==> src/sv/itoa_pkg.sv <==
package itoa_pkg;

   localparam int VALUE_WIDTH_DEF = 64;
   localparam int IN_VALUE_W      = 64;
   localparam int MAX_CHARS       = 64;
   localparam int DIGIT_W         = 6;
   localparam int CHAR_W          = 7;
   localparam int LEN_W           = 7;
   localparam int BASE_W          = 6;
   localparam int REQ_USER_W      = 1 + BASE_W;
   localparam int RSP_DATA_W      = 16;

   localparam logic [BASE_W-1:0]  BASE_MIN   = 6'd2;
   localparam logic [BASE_W-1:0]  BASE_MAX   = 6'd36;
   localparam logic [DIGIT_W-1:0] DEC_TEN    = 6'd10;
   localparam logic [CHAR_W-1:0]  CHAR_ZERO  = 7'h30;
   localparam logic [CHAR_W-1:0]  CHAR_A     = 7'h41;
   localparam logic [CHAR_W-1:0]  CHAR_MINUS = 7'h2D;

   typedef struct packed {
      logic load;       // take a new number
      logic div_step;   // one quotient bit
      logic store;      // write remainder digit, start next division
      logic emit_sign;  // put '-' into the output register
      logic rd_issue;   // read the next digit from the buffer
      logic load_out;   // put the read digit into the output register
   } cmd_type;

   typedef struct packed {
      logic bit_last;   // last quotient bit of this division
      logic quot_zero;  // quotient after the division is zero
      logic neg;        // number is negative
      logic out_free;   // output register can take a beat now
      logic rd_last;    // digit being emitted is the least significant
   } sts_type;

   function automatic logic [CHAR_W-1:0] digit_char(input logic [DIGIT_W-1:0] d);
      if (d < DEC_TEN) begin
         return CHAR_ZERO + CHAR_W'(d);
      end
      return CHAR_A + CHAR_W'(d - DEC_TEN);
   endfunction

endpackage

==> src/sv/itoa_ram.sv <==
module itoa_ram #(
   parameter int WIDTH = 8,
   parameter int DEPTH = 64
) (
   input  logic                     clock,
   input  logic                     wr_en,
   input  logic [$clog2(DEPTH)-1:0] wr_addr,
   input  logic [WIDTH-1:0]         wr_data,
   input  logic                     rd_en,
   input  logic [$clog2(DEPTH)-1:0] rd_addr,
   output logic [WIDTH-1:0]         rd_data
);

   logic [WIDTH-1:0] mem_ff [DEPTH];
   logic [WIDTH-1:0] rd_data_ff;

   always_ff @(posedge clock) begin
      if (wr_en) begin
         mem_ff[wr_addr] <= wr_data;
      end
      if (rd_en) begin
         rd_data_ff <= mem_ff[rd_addr];
      end
   end

   assign rd_data = rd_data_ff;

endmodule

==> src/sv/itoa_ctrl.sv <==
module itoa_ctrl (
   input  logic              clock,
   input  logic              reset,
   input  logic              in_valid,
   output logic              in_ready,
   input  itoa_pkg::sts_type sts,
   output itoa_pkg::cmd_type cmd
);
   import itoa_pkg::*;

   localparam logic [2:0] ST_IDLE   = 3'd0;
   localparam logic [2:0] ST_DIVIDE = 3'd1;
   localparam logic [2:0] ST_STORE  = 3'd2;
   localparam logic [2:0] ST_SIGN   = 3'd3;
   localparam logic [2:0] ST_READ   = 3'd4;
   localparam logic [2:0] ST_LOAD   = 3'd5;

   logic [2:0] state_ff;
   logic [2:0] state_in;

   always_comb begin
      state_in = state_ff;
      cmd      = '0;
      case (state_ff)
         ST_IDLE: begin
            if (in_valid) begin
               cmd.load = 1'b1;
               state_in = ST_DIVIDE;
            end
         end
         ST_DIVIDE: begin
            cmd.div_step = 1'b1;
            if (sts.bit_last) begin
               state_in = ST_STORE;
            end
         end
         ST_STORE: begin
            cmd.store = 1'b1;
            if (!sts.quot_zero) begin
               state_in = ST_DIVIDE;
            end else if (sts.neg) begin
               state_in = ST_SIGN;
            end else begin
               state_in = ST_READ;
            end
         end
         ST_SIGN: begin
            if (sts.out_free) begin
               cmd.emit_sign = 1'b1;
               state_in      = ST_READ;
            end
         end
         ST_READ: begin
            cmd.rd_issue = 1'b1;
            state_in     = ST_LOAD;
         end
         ST_LOAD: begin
            if (sts.out_free) begin
               cmd.load_out = 1'b1;
               state_in     = sts.rd_last ? ST_IDLE : ST_READ;
            end
         end
         default: begin
            state_in = ST_IDLE;
         end
      endcase
   end

   always_ff @(posedge clock) begin
      if (reset) begin
         state_ff <= ST_IDLE;
      end else begin
         state_ff <= state_in;
      end
   end

   assign in_ready = (state_ff == ST_IDLE);

endmodule

==> src/sv/itoa_dp.sv <==
module itoa_dp #(
   parameter int VALUE_WIDTH = itoa_pkg::VALUE_WIDTH_DEF
) (
   input  logic                            clock,
   input  logic                            reset,
   input  logic [itoa_pkg::IN_VALUE_W-1:0] in_value,
   input  logic                            in_signed_mode,
   input  logic [itoa_pkg::BASE_W-1:0]     in_base,
   input  itoa_pkg::cmd_type               cmd,
   output itoa_pkg::sts_type               sts,
   input  logic                            out_ready,
   output logic                            out_valid,
   output logic [itoa_pkg::CHAR_W-1:0]     out_character,
   output logic                            out_is_last,
   output logic [itoa_pkg::LEN_W-1:0]      out_length
);
   import itoa_pkg::*;

   localparam int SIGN_W = (VALUE_WIDTH < 32) ? VALUE_WIDTH : 32;
   localparam int CNT_W  = $clog2(VALUE_WIDTH);
   localparam int ADDR_W = $clog2(MAX_CHARS);

   logic [VALUE_WIDTH-1:0] dividend_ff, dividend_in;
   logic [DIGIT_W-1:0]     rem_ff, rem_in;
   logic [BASE_W-1:0]      base_ff, base_in;
   logic                   neg_ff, neg_in;
   logic [CNT_W-1:0]       bit_cnt_ff, bit_cnt_in;
   logic [LEN_W-1:0]       ndig_ff, ndig_in;
   logic [ADDR_W-1:0]      rd_ptr_ff, rd_ptr_in;

   logic                   out_valid_ff, out_valid_in;
   logic [CHAR_W-1:0]      char_ff, char_in;
   logic                   last_ff, last_in;
   logic [LEN_W-1:0]       len_ff, len_in;

   logic [SIGN_W-1:0]      sval;
   logic                   sneg;
   logic [SIGN_W-1:0]      smag;
   logic [DIGIT_W:0]       trial;
   logic                   ge;
   logic [DIGIT_W-1:0]     rd_digit;
   logic                   out_free;

   // input conditioning: sign handling and base clamp
   assign sval = in_value[SIGN_W-1:0];
   assign sneg = in_signed_mode & sval[SIGN_W-1];
   assign smag = sneg ? (~sval + 1'b1) : sval;

   // restoring division step, remainder stays below the base
   assign trial = {rem_ff, dividend_ff[VALUE_WIDTH-1]};
   assign ge    = (trial >= {1'b0, base_ff});

   assign out_free = !out_valid_ff || out_ready;

   always_comb begin
      dividend_in = dividend_ff;
      rem_in      = rem_ff;
      base_in     = base_ff;
      neg_in      = neg_ff;
      bit_cnt_in  = bit_cnt_ff;
      ndig_in     = ndig_ff;
      rd_ptr_in   = rd_ptr_ff;

      if (cmd.load) begin
         dividend_in = in_signed_mode ? VALUE_WIDTH'(smag) : in_value[VALUE_WIDTH-1:0];
         rem_in      = '0;
         neg_in      = sneg;
         bit_cnt_in  = '0;
         ndig_in     = '0;
         if (in_base < BASE_MIN) begin
            base_in = BASE_MIN;
         end else if (in_base > BASE_MAX) begin
            base_in = BASE_MAX;
         end else begin
            base_in = in_base;
         end
      end
      if (cmd.div_step) begin
         dividend_in = {dividend_ff[VALUE_WIDTH-2:0], ge};
         rem_in      = ge ? DIGIT_W'(trial - {1'b0, base_ff}) : trial[DIGIT_W-1:0];
         bit_cnt_in  = bit_cnt_ff + 1'b1;
      end
      if (cmd.store) begin
         rem_in     = '0;
         bit_cnt_in = '0;
         ndig_in    = ndig_ff + 1'b1;
         rd_ptr_in  = ndig_ff[ADDR_W-1:0];
      end
      if (cmd.load_out) begin
         rd_ptr_in = rd_ptr_ff - 1'b1;
      end
   end

   itoa_ram #(
      .WIDTH (DIGIT_W),
      .DEPTH (MAX_CHARS)
   ) u_digits (
      .clock   (clock),
      .wr_en   (cmd.store),
      .wr_addr (ndig_ff[ADDR_W-1:0]),
      .wr_data (rem_ff),
      .rd_en   (cmd.rd_issue),
      .rd_addr (rd_ptr_ff),
      .rd_data (rd_digit)
   );

   always_comb begin
      out_valid_in = out_valid_ff;
      char_in      = char_ff;
      last_in      = last_ff;
      len_in       = len_ff;
      if (out_ready) begin
         out_valid_in = 1'b0;
      end
      if (cmd.emit_sign) begin
         out_valid_in = 1'b1;
         char_in      = CHAR_MINUS;
         last_in      = 1'b0;
         len_in       = ndig_ff + LEN_W'(neg_ff);
      end
      if (cmd.load_out) begin
         out_valid_in = 1'b1;
         char_in      = digit_char(rd_digit);
         last_in      = (rd_ptr_ff == '0);
         len_in       = ndig_ff + LEN_W'(neg_ff);
      end
   end

   always_ff @(posedge clock) begin
      if (reset) begin
         out_valid_ff <= 1'b0;
      end else begin
         out_valid_ff <= out_valid_in;
      end
   end

   always_ff @(posedge clock) begin
      dividend_ff <= dividend_in;
      rem_ff      <= rem_in;
      base_ff     <= base_in;
      neg_ff      <= neg_in;
      bit_cnt_ff  <= bit_cnt_in;
      ndig_ff     <= ndig_in;
      rd_ptr_ff   <= rd_ptr_in;
      char_ff     <= char_in;
      last_ff     <= last_in;
      len_ff      <= len_in;
   end

   assign sts.bit_last  = (bit_cnt_ff == CNT_W'(VALUE_WIDTH - 1));
   assign sts.quot_zero = (dividend_ff == '0);
   assign sts.neg       = neg_ff;
   assign sts.out_free  = out_free;
   assign sts.rd_last   = (rd_ptr_ff == '0);

   assign out_valid     = out_valid_ff;
   assign out_character = char_ff;
   assign out_is_last   = last_ff;
   assign out_length    = len_ff;

endmodule

==> src/sv/integer_to_ascii_radix.sv <==
// Integer to ASCII conversion in any radix from 2 to 36.
// Input channel (req_): one beat per number. req_tdata carries the value,
// req_tuser carries the signed-mode flag and the base. In signed mode the low
// bits (up to 32) are a two's complement int and a negative number is
// printed as '-' followed by its magnitude; bases outside 2..36 are clamped.
// Output channel (rsp_): one beat per character, most significant digit
// first, uppercase letters above nine, rsp_tlast on the final character and
// the total character count on every beat.
// Throughput: one number at a time. A bit-serial divider produces one
// quotient bit per cycle; each digit is divided, then stored in the digit
// buffer, and once the quotient is zero the digits are read back out most
// significant first, each through the output register, with the sign first
// if negative. The next number is accepted only after the last beat is loaded.
// req_tready is high only while the block is idle.
// Reset clears the controller and drops rsp_tvalid; no buffer clearing is
// needed. When the receiver stalls, the current beat holds in the output
// register and the digit readout waits.
module integer_to_ascii_radix #(
   parameter int VALUE_WIDTH = itoa_pkg::VALUE_WIDTH_DEF
) (
   input  logic                            clock,
   input  logic                            reset,
   input  logic                            req_tvalid,
   output logic                            req_tready,
   input  logic [itoa_pkg::IN_VALUE_W-1:0] req_tdata,  // [63:0] value
   input  logic [itoa_pkg::REQ_USER_W-1:0] req_tuser,  // [0] signed_mode, [6:1] base
   output logic                            rsp_tvalid,
   input  logic                            rsp_tready,
   output logic [itoa_pkg::RSP_DATA_W-1:0] rsp_tdata,  // [6:0] character, [13:7] length
   output logic                            rsp_tlast   // is_last
);
   import itoa_pkg::*;

   cmd_type           cmd;
   sts_type           sts;
   logic [CHAR_W-1:0] rsp_char;
   logic [LEN_W-1:0]  rsp_len;

   itoa_ctrl u_ctrl (
      .clock    (clock),
      .reset    (reset),
      .in_valid (req_tvalid),
      .in_ready (req_tready),
      .sts      (sts),
      .cmd      (cmd)
   );

   itoa_dp #(
      .VALUE_WIDTH (VALUE_WIDTH)
   ) u_dp (
      .clock          (clock),
      .reset          (reset),
      .in_value       (req_tdata),
      .in_signed_mode (req_tuser[0]),
      .in_base        (req_tuser[BASE_W:1]),
      .cmd            (cmd),
      .sts            (sts),
      .out_ready      (rsp_tready),
      .out_valid      (rsp_tvalid),
      .out_character  (rsp_char),
      .out_is_last    (rsp_tlast),
      .out_length     (rsp_len)
   );

   assign rsp_tdata = {{(RSP_DATA_W - CHAR_W - LEN_W){1'b0}}, rsp_len, rsp_char};

   // busy after an accept until the last character is loaded into the output register
   a_busy_after_accept: assert property (@(posedge clock) disable iff (reset)
      req_tvalid && req_tready |=> !req_tready)
      else $error("input accepted while a number is in progress");

   // the sign never ends a number
   a_sign_not_last: assert property (@(posedge clock) disable iff (reset)
      rsp_tvalid && (rsp_char == CHAR_MINUS) |-> !rsp_tlast)
      else $error("sign marked as last character");

   a_length_range: assert property (@(posedge clock) disable iff (reset)
      rsp_tvalid |-> (rsp_len != '0) && (rsp_len <= LEN_W'(MAX_CHARS)))
      else $error("character count out of range");

endmodule

==> config.mk <==
export PLATFORM = sky130hd
export DESIGN_NAME = integer_to_ascii_radix
export DESIGN_NICKNAME = d
export VERILOG_FILES = /design/src/sv/itoa_pkg.sv /design/src/sv/itoa_ram.sv /design/src/sv/itoa_ctrl.sv /design/src/sv/itoa_dp.sv /design/src/sv/integer_to_ascii_radix.sv
export SDC_FILE = /design/constraint.sdc
export NUM_CORES = 1
export LEC_CHECK = 0
export BUFFER_PORTS_ARGS = -buffer_cell sky130_fd_sc_hd__buf_2
export CORE_MARGIN = 5
export CORE_UTILIZATION = 30
export DETAILED_ROUTE_END_ITERATION = 7
export PLACE_DENSITY = 0.49
export SYNTH_ARGS = -nofsm -noshare
export SYNTH_HDL_FRONTEND = slang
export SYNTH_SLANG_ARGS = --single-unit
==> constraint.sdc <==
create_clock -name clock -period 4.2 [get_ports clock]
set_clock_uncertainty 0.1 [all_clocks]
set_input_delay 0.42 -clock clock [delete_from_list [all_inputs] [get_ports clock]]
set_output_delay 0.42 -clock clock [all_outputs]
set_load 0.01 [all_outputs]
==> impl_metrics.py, run 1 <==
metrics = {
    "outcome": {
        "status": "completed",
    },
    "logic_synthesis": {
        "synth_most_common_cell": "edfxtp_1",
        "yosysWarnings": 0,
        "synth_top_area_share_pct": 68.2,
        "async_flop_share_pct": 0,
        "yosysSeqAreaShare_pct": 69.7,
        "synthTopCellsByArea": "edfxtp_1 (68%), mux4_2 (8.1%), nand2_1 (2.5%), mux2i_1 (2.2%), nor2_1 (2.1%)",
        "synth.distinct_cells": 58,
        "synth_largest_area_cell": "edfxtp_1",
        "syn_area_um2": 21500,
        "synth_ff_type": "edfxtp_1",
        "synth_commonest_cells": "edfxtp_1 (489), nand2_1 (143), nor2_1 (120)",
        "synth_edf_count": 489,
        "ys_seq_elements": 505,
        "synthCells": 1406,
        "synthSimpleGateAreaFrac_pct": 9.29,
        "synthAdderAreaFrac_pct": 1.02,
        "synthXorXnorAreaFrac_pct": 2.08,
        "synth_compound_area_share_pct": 5.37,
        "synthMuxAreaShare_pct": 10.6,
        "synth_top_family_by_area": "multiplexers",
        "syn-mean-instance-area_um2": 15.3,
    },
    "power": {
        "clkPwrFrac_pct": 38.5,
        "ir_worst_vdd_v": 0.000313,
        "p_leak_nw": 8.41,
        "p_seq_share_pct": 52.6,
        "p_int_w": 0.00903,
        "share_comb_of_total_power_pct": 8.9,
        "switching_share_pct": 24.8,
        "p_switching_w": 0.00298,
        "cellPowerDensity_nw_per_um2": 479,
        "total_power_w": 0.0120,
    },
    "finish": {
        "num_antenna_cells": 0,
        "drive_gt1_share_pct": 19.6,
        "seqCellArea_um2": 15000,
        "fill_cells": 6863,
        "nets": 1612,
        "syn_to_final_growth_pct": 16.4,
        "multi_input_area_um2": 6120,
        "final_area_um2": 25100,
    },
    "floorplanning": {
        "die_y_um": 278,
        "core_um2": 71400,
        "io-pin-count": 94,
        "start_util_pct": 30.2,
        "chipWidth_um": 278,
        "dieArea_um2": 77200,
        "rows": 98,
    },
    "sta": {
        "finalSetupTns_ns": 0,
        "slew_violations": 0,
        "postLayoutSetupSlackWorst_ns": 0.810,
        "post-route-period-util_pct": 80.7,
        "finalHoldViolations": 0,
        "fin_crit_ns": 3.39,
        "max_clock_freq_ghz": 0.295,
        "finalSetupViolations": 0,
        "tightest_slew_ns": 1.19,
        "timing.slew.headroom_pct": 20.1,
        "rsz0062_at_grt": "false",
    },
    "drt": {
        "via_count": 12400,
        "wl_mm": 54.3,
        "first_iter_violations": 1076,
        "routed_via_density": 4.95,
        "ant_nets": 0,
        "wire_per_inst_um": 21.6,
        "drcViolationCount": 0,
        "first_pass_iters": 5,
    },
    "critical_path": {
        "rrSetupSlack_ns": 0.81,
        "crit_start": "u_ctrl.state_ff[1]",
        "r2r-end": "u_dp.u_digits.mem_ff[30][0]",
        "required_ns": 4.32,
        "critPathKind": "reg2reg",
        "r2r_start": "u_ctrl.state_ff[1]",
        "critPathLaunchType": "flip-flop",
        "worstSetupEndpoint": "u_dp.u_digits.mem_ff[30][0]",
        "end_kind": "flip-flop",
        "cp_data_arrival_time_ns": 3.51,
        "cp_max_fo": 17,
        "reg2regPathDepth": 4,
    },
    "global_route": {
        "gr-total-overflow": 0,
        "grt_pass1_wl_mm": 81.8,
        "antenna_found_initial": 0,
        "grtUsageTotal_pct": 13.7,
        "grt_max_degree": 67,
        "grt_pass1_vias": 12800,
    },
    "worst_hold_path": {
        "min_path_type": "in2reg",
        "hp-start": "req_tdata[36]",
    },
    "placed_design": {
        "portBuffers": 91,
        "routabilityCongestion": 0.819,
        "placed_area_um2": 23100,
        "dp_slack_ns": 0.804,
        "dp_hpwl_mm": 35.5,
    },
    "clock_tree": {
        "cts_tree": "built",
        "ctsResizeCount": 0,
        "clock_latency_ns": 0.61,
        "cts_buffer_depth": 3,
        "clock_sinks": 505,
        "numCtsBuffers": 53,
        "ctsHtreeMaxLevel": 2,
        "path_clk_slew_ns": 0.06,
        "cts_root_buf": "clkbuf_16",
    },
    "job": {
        "timing.max_cap.violations": 0,
    },
}
==> routing by layer <==
metal	share of wire (%)	GRT usage, %
met1	44	19.0
met2	49	22.8
met3	4.7	2.01
met4	2.3	3.79
met5	0	0
==> state kept, by name, indices dropped and copies added, names as in the netlist <==
name and count:
u_dp.u_digits.mem_ff 384, u_dp.dividend_ff 64, u_dp.ndig_ff 7, u_dp.out_character 7
u_dp.out_length 7, u_dp.base_ff 6, u_dp.bit_cnt_ff 6, u_dp.rd_ptr_ff 6
u_dp.rem_ff 6, u_dp.u_digits.rd_data 6, u_ctrl.state_ff 3, u_dp.neg_ff 1
u_dp.out_is_last 1, u_dp.out_valid 1
==> critical path, cell delays in order, from the launching register on <==
cell and delay (ns):
dfxtp_1 0.68, or3b_2 0.62, nor2_1 0.29, nand3_1 0.64
nor2_1 0.67
==> logic make-up after synthesis <==
| logic type | after synthesis |
|---|---|
| AOI/OAI and AO/OA | 184 |
| xor gates and xnor gates | 51 |
| adders and majority gates | 17 |
| buffers and inverters | 103 |
| DFF | 505 |
| muxes | 130 |
| other | 1 |
| and+or+nand+nor | 415 |
==> power groups by stage <==
stage,clock network [W],logic (W),registers [W]
floorplan,0,0.000415,0.00653
global placement,0,0.00107,0.00643
detailed placement,0,0.00108,0.00643
CTS,0.00474,0.00109,0.00632
global route,0.00496,0.00118,0.00635
finish,0.00463,0.00106,0.00632
==> layout by cell type, fill, tap and decap left out, drive strengths merged, types with 6 or more instances in the layout <==
master | netlist | final
nor2 | 120 | 120
mux2 | 6 | 6
o21ai | 50 | 50
clkbuf | 46 | 64
mux2i | 47 | 47
xnor2 | 31 | 31
clkinv | 0 | 24
a31oi | 6 | 6
nor2b | 10 | 10
xor2 | 20 | 20
a211oi | 10 | 10
edfxtp | 489 | 489
inv | 23 | 26
or3 | 6 | 6
buf | 34 | 119
a22oi | 21 | 21
dfxtp | 16 | 16
nand3 | 30 | 30
ha | 16 | 16
a21oi | 47 | 47
dlygate4sd3 | 0 | 19
nor3 | 8 | 8
mux4 | 77 | 77
o22ai | 12 | 12
nand3b | 37 | 37
nand2 | 143 | 143
o221ai | 8 | 8
nand2b | 8 | 8
o31ai | 9 | 9
nor4 | 20 | 20
==> metrics by stage <==
stage	std cells	hold slack, ns	utilization [%]
2_1_floorplan	1407	0.345	-
3_3_place_gp	2396	0.359	32.4
3_5_place_dp	2396	0.368	32.4
4_1_cts	2514	0.000577	35.1
5_1_grt	2514	0.0165	35.1
6_report	2514	0.0363	35.1
==> area by class of cell <==
class / instances / area share (%)
sequential: 505 / 59.9
multi-input combinational: 799 / 24.4
clock buffer: 64 / 5.54
tap: 950 / 4.74
timing repair buffer: 138 / 3.72
clock inverter: 35 / 1.33
inverter: 23 / 0.345
==> timing repair <==
item | CTS | global route
buffers inserted | 0 | 0
endpoints found under the hold margin | 21 | 0
hold buffers | 19 | 0
==> how the worst min path moves through the flow <==
stage | endpoint | slack, ns | depth (start not counted)
3_5_place_dp | u_dp.bit_cnt_ff[2] | 0.37 | 2
4_1_cts | u_dp.dividend_ff[36] | 0.0006 | 3
3_3_place_gp | u_dp.bit_cnt_ff[2] | 0.36 | 2
6_report | u_dp.dividend_ff[36] | 0.04 | 3
2_1_floorplan | u_dp.bit_cnt_ff[3] | 0.34 | 1
5_1_grt | u_dp.dividend_ff[53] | 0.02 | 3
Power figures use the tool's default switching activity.
==> inputs of run 2 (changes only) <==
--- a/config.mk
+++ b/config.mk
@@ -9,7 +9,7 @@
 export CORE_MARGIN = 5
 export CORE_UTILIZATION = 30
 export DETAILED_ROUTE_END_ITERATION = 7
-export PLACE_DENSITY = 0.49
+export PLACE_DENSITY = 0.5
 export SYNTH_ARGS = -nofsm -noshare
 export SYNTH_HDL_FRONTEND = slang
 export SYNTH_SLANG_ARGS = --single-unit
==> constraint.sdc (replaced) <==
create_clock -name clock -period 2.9 [get_ports clock]
set_clock_uncertainty 0.1 [all_clocks]
set_input_delay 0.29 -clock clock [delete_from_list [all_inputs] [get_ports clock]]
set_output_delay 0.29 -clock clock [all_outputs]
set_load 0.01 [all_outputs]
==> impl_metrics.py, run 2 (same netlist as run 1, synthesis figures left out) <==
metrics = {
    "clock_tree": {
        "ctsHtreeMaxLevel": 2,
        "cts_root_buf": "clkbuf_16",
        "post-cts-setup-buffer-count": 0,
        "clock_latency_ns": 0.61,
        "cts_tree": "built",
        "clock_sinks": 505,
        "path_clk_slew_ns": 0.06,
        "numCtsBuffers": 55,
        "cts_buffer_depth": 3,
    },
    "drt": {
        "routed_via_density": 4.86,
        "ant_nets": 0,
        "first_pass_iters": 5,
        "wire_per_inst_um": 20.8,
        "first_iter_violations": 1024,
        "via_count": 12700,
        "wl_mm": 54.4,
        "drcViolationCount": 0,
    },
    "outcome": {
        "status": "completed",
    },
    "sta": {
        "finalHoldViolations": 0,
        "finalSetupTns_ns": 0,
        "tightest_slew_ns": 1.20,
        "post-route-period-util_pct": 91.9,
        "rsz0062_at_grt": "false",
        "finalSetupViolations": 0,
        "timing.slew.headroom_pct": 19.5,
        "max_clock_freq_ghz": 0.375,
        "fin_crit_ns": 2.66,
        "slew_violations": 0,
    },
    "finish": {
        "syn_to_final_growth_pct": 20.7,
        "layout_common_cells": "edfxtp_1 (489), nand2_1 (142), nor2_1 (120), buf_2 (91), buf_4 (79)",
        "largestRegisters": "u_dp.u_digits.mem_ff (384), u_dp.dividend_ff (64)",
        "layout_commonest_cell": "edfxtp_1",
        "final_cells": 2615,
        "fill_cells": 6803,
        "drive_gt1_share_pct": 22.1,
        "num_antenna_cells": 0,
        "nets": 1715,
        "largest_register_ffs": 384,
        "top_register": "u_dp.u_digits.mem_ff",
    },
    "worst_hold_path": {
        "hold-path-endpoint": "u_dp.dividend_ff[23]",
        "worstHoldPathCells": 3,
        "min_path_type": "in2reg",
        "hp-start": "req_tdata[23]",
    },
    "power": {
        "p_leak_nw": 8.92,
        "ir_worst_vdd_v": 0.000516,
        "total_power_w": 0.0174,
        "cellPowerDensity_nw_per_um2": 670,
    },
    "critical_path": {
        "rrSetupSlack_ns": 0.24,
        "r2r-end": "u_dp.u_digits.rd_data[0]",
        "cp_data_arrival_time_ns": 2.91,
        "critPathLaunchType": "flip-flop",
        "reg2regPathDepth": 6,
        "crit_start": "u_dp.rd_ptr_ff[0]",
        "cp_max_fo": 45,
        "required_ns": 3.14,
        "r2r_start": "u_dp.rd_ptr_ff[0]",
        "end_kind": "flip-flop",
        "critPathKind": "reg2reg",
    },
    "global_route": {
        "grt_pass1_vias": 13300,
        "grtUsageTotal_pct": 13.7,
        "gr-total-overflow": 0,
        "antenna_found_initial": 1,
        "grt_pass1_wl_mm": 82.7,
        "grt_max_degree": 67,
    },
    "floorplanning": {
        "io-pin-count": 94,
        "core_um2": 71400,
        "die_y_um": 278,
        "dieArea_um2": 77200,
        "rows": 98,
        "start_util_pct": 30.2,
        "chipWidth_um": 278,
    },
    "placed_design": {
        "portBuffers": 91,
        "dp_cells": 2457,
        "dp_hpwl_mm": 35.5,
        "routabilityCongestion": 0.823,
    },
    "job": {
        "timing.max_cap.violations": 0,
    },
}
==> run 2: how the worst max path moves through the flow <==
stage	to	slack, ns	depth (start not counted)
6_report	u_dp.u_digits.rd_data[0]	0.24	6
5_1_grt	u_dp.u_digits.rd_data[1]	0.15	6
4_1_cts	u_dp.u_digits.mem_ff[43][1]	0.009	3
3_5_place_dp	u_dp.u_digits.mem_ff[59][5]	0.06	3
3_3_place_gp	u_dp.dividend_ff[30]	0.19	7
2_1_floorplan	u_dp.rem_ff[2]	0.07	6
==> run 2: area by class of cell <==
class                           count  area, um^2  share of cell area (%)
Inverter                           23        86.3                   0.332
Clock buffer                       66        1460                    5.61
Tap cell                          950        1190                    4.58
Clock inverter                     33         270                    1.04
Sequential cell                   505       15000                    57.8
Multi-Input combinational cell    799        6120                    23.6
Timing Repair Buffer              239        1840                    7.08
==> run 2: repair_timing <==
item | 4_1_cts | 5_1_grt
hold endpoints to repair | 59 | 0
endpoints found under the setup margin | 0 | 84
hold buffers | 59 | 0
resized for setup | 0 | 1
==> run 2: per-layer routing <==
metal	GRT usage, %	share of wire [%]	vias up
met5	0	0	-
met4	3.73	2.3	0
met3	1.83	4.6	69
met2	22.9	49	292
met1	19.0	44	6499
li1	-	-	5854
==> run 2: power breakdown <==
part	switching [W]	leakage [nW]	internal [W]
registers	0.000142	4.71	0.00889
logic	0.00121	3.36	0.000457
clock network	0.00287	0.848	0.00384
==> run 2: stage by stage <==
stage	worst slack [ns]	hold WS [ns]	utilization [%]	cell area [um^2]
3_5_place_dp	0.0562	0.380	33.1	23600
5_1_grt	0.151	0.0135	36.4	26000
3_3_place_gp	0.194	0.363	33.1	23600
4_1_cts	0.00949	0.00137	36.4	26000
6_report	0.235	0.0274	36.4	26000
2_1_floorplan	0.0669	0.262	-	21500
==> run 2: critical path, stage by stage, from the launching register on <==
cell and delay [ns]:
edfxtp_1 0.47, buf_12 0.32, mux4_2 0.58, mux2i_1 0.25
a21oi_1 0.11, nor4b_1 0.38, nor3_1 0.10
==> inputs of run 3 (changes only) <==
--- a/config.mk
+++ b/config.mk
@@ -6,6 +6,7 @@
 export NUM_CORES = 1
 export LEC_CHECK = 0
 export BUFFER_PORTS_ARGS = -buffer_cell sky130_fd_sc_hd__buf_2
+export CORE_ASPECT_RATIO = 1.2
 export CORE_MARGIN = 5
 export CORE_UTILIZATION = 30
 export DETAILED_ROUTE_END_ITERATION = 7
==> impl_metrics.py, run 3 (same netlist as run 1, synthesis figures left out) <==
metrics = {
    "outcome": {
        "status": "completed",
    },
    "sta": {
        "rsz0062_at_grt": "false",
        "slew_violations": 0,
        "timing.slew.headroom_pct": 43.0,
        "finalHoldViolations": 0,
        "finalSetupTns_ns": 0,
        "max_clock_freq_ghz": 0.363,
        "finalSetupViolations": 0,
        "tightest_slew_ns": 0.848,
        "postLayoutSetupSlackWorst_ns": 0.146,
        "fin_crit_ns": 2.75,
        "post-route-period-util_pct": 95.0,
    },
    "clock_tree": {
        "clock_sinks": 505,
        "cts_buffer_depth": 3,
        "ctsHtreeMaxLevel": 2,
        "path_clk_slew_ns": 0.06,
        "cts_root_buf": "clkbuf_16",
        "cts_tree": "built",
        "clock_latency_ns": 0.60,
        "numCtsBuffers": 52,
        "ctsResizeCount": 0,
    },
    "critical_path": {
        "required_ns": 3.13,
        "path_common_cell": "buf_12",
        "path_cells": "buf_12 -> buf_12 -> mux4_2 -> a211oi_1 -> buf_4 -> nor2_1 -> o21ai_0 -> nor3_1",
        "cp_data_arrival_time_ns": 2.99,
        "critPathSlowestCell": "mux4_2",
        "r2r-end": "u_dp.u_digits.rd_data[0]",
        "critPathKind": "reg2reg",
        "reg2regPathDepth": 8,
        "critPathLaunchType": "flip-flop",
        "max_stage_delay_ns": 0.54,
        "cp_max_fo": 26,
        "rrSetupSlack_ns": 0.15,
        "end_kind": "flip-flop",
        "r2r_start": "u_dp.rd_ptr_ff[0]",
    },
    "global_route": {
        "gr-total-overflow": 0,
        "grtUsageTotal_pct": 14.1,
        "grt_pass1_vias": 13300,
        "grt_pass1_wl_mm": 82.9,
        "antenna_found_initial": 1,
        "grt_max_degree": 85,
    },
    "placed_design": {
        "dp_cells": 2432,
        "placed_area_um2": 23600,
        "dp_hpwl_mm": 35.9,
        "dp_slack_ns": 0.121,
        "routabilityCongestion": 0.805,
        "portBuffers": 91,
    },
    "worst_hold_path": {
        "hp-start": "req_tdata[13]",
        "hold-path-endpoint": "u_dp.dividend_ff[13]",
        "worstHoldPathCells": 3,
        "min_path_type": "in2reg",
    },
    "finish": {
        "largestRegisters": "u_dp.u_digits.mem_ff (384), u_dp.dividend_ff (64)",
        "nets": 1720,
        "drive_gt1_share_pct": 21.6,
        "layout_common_cells": "edfxtp_1 (489), nand2_1 (142), nor2_1 (120), buf_2 (91), buf_4 (79)",
        "top_register": "u_dp.u_digits.mem_ff",
        "layout_commonest_cell": "edfxtp_1",
        "syn_to_final_growth_pct": 20.2,
        "final_area_um2": 25900,
        "final_cells": 2598,
        "final_util_pct": 36.4,
        "largest_register_ffs": 384,
    },
    "drt": {
        "first_iter_violations": 833,
        "via_count": 12800,
        "ant_nets": 0,
        "wire_per_inst_um": 21.1,
        "routed_via_density": 4.92,
        "first_pass_iters": 6,
        "wl_mm": 54.8,
        "drcViolationCount": 0,
    },
    "floorplanning": {
        "io-pin-count": 94,
        "core_um2": 71100,
        "chipWidth_um": 255,
        "dieArea_um2": 77200,
        "die_y_um": 303,
        "start_util_pct": 30.3,
        "rows": 107,
    },
    "power": {
        "ir_worst_vdd_v": 0.000390,
        "cellPowerDensity_nw_per_um2": 658,
        "p_leak_nw": 8.89,
    },
    "job": {
        "timing.max_cap.violations": 0,
    },
}
[run 3: worst max-delay path by stage]
stage / start / to / slack, ns
2_1_floorplan: u_dp.rem_ff[3] / u_dp.rem_ff[2] / 0.07
3_3_place_gp: u_dp.rd_ptr_ff[0] / u_dp.u_digits.rd_data[0] / 0.14
3_5_place_dp: u_dp.rd_ptr_ff[0] / u_dp.u_digits.rd_data[0] / 0.12
4_1_cts: u_dp.rd_ptr_ff[0] / u_dp.u_digits.rd_data[0] / 0.11
5_1_grt: u_dp.rd_ptr_ff[0] / u_dp.u_digits.rd_data[0] / 0.06
6_report: u_dp.rd_ptr_ff[0] / u_dp.u_digits.rd_data[0] / 0.15
[run 3: what timing repair did]
item                      in CTS  in global routing
buffers inserted               0                  0
hold endpoints to repair      68                  0
hold buffers                  68                  0
[run 3: critical path, delay by kind of cell (launching register included)]
family | cells | cell delay, ns
flops | 1 | 0.44
simple gates | 2 | 0.09
buf+inv | 3 | 0.70
compound gates | 2 | 0.61
mux | 1 | 0.54
[run 3: layer usage]
| metal | track usage, % | vias up | wire (um) |
|---|---|---|---|
| li1 | - | 5872 | - |
| met1 | 17.2 | 6522 | 22000 |
| met2 | 25.2 | 293 | 28600 |
| met3 | 2.51 | 92 | 2430 |
| met4 | 4.74 | 0 | 1740 |
| met5 | 0 | - | 0 |
[run 3: through the flow]
step	hold WS (ns)	total power, W
2_1_floorplan	0.262	0.0100
3_3_place_gp	0.363	0.0107
3_5_place_dp	0.366	0.0108
4_1_cts	0.00171	0.0173
5_1_grt	0.0259	0.0177
6_report	0.0313	0.0170
[run 3: area by class of cell]
type                            count  area (um^2)
Clock inverter                     29          203
Inverter                           23         86.3
Timing Repair Buffer              247         1910
Sequential cell                   505        15000
Tap cell                          926         1160
Antenna cell                        1         2.50
Multi-Input combinational cell    799         6110
Clock buffer                       68         1390
Fill cell                        6730        45200
[run 3: power breakdown]
part           total, W  switching, W  internal (W)  leakage [nW]
sequential      0.00903      0.000139       0.00889          4.71
combinational   0.00166       0.00121      0.000457          3.39
clock           0.00633       0.00277       0.00356         0.793
total            0.0170       0.00412        0.0129          8.89
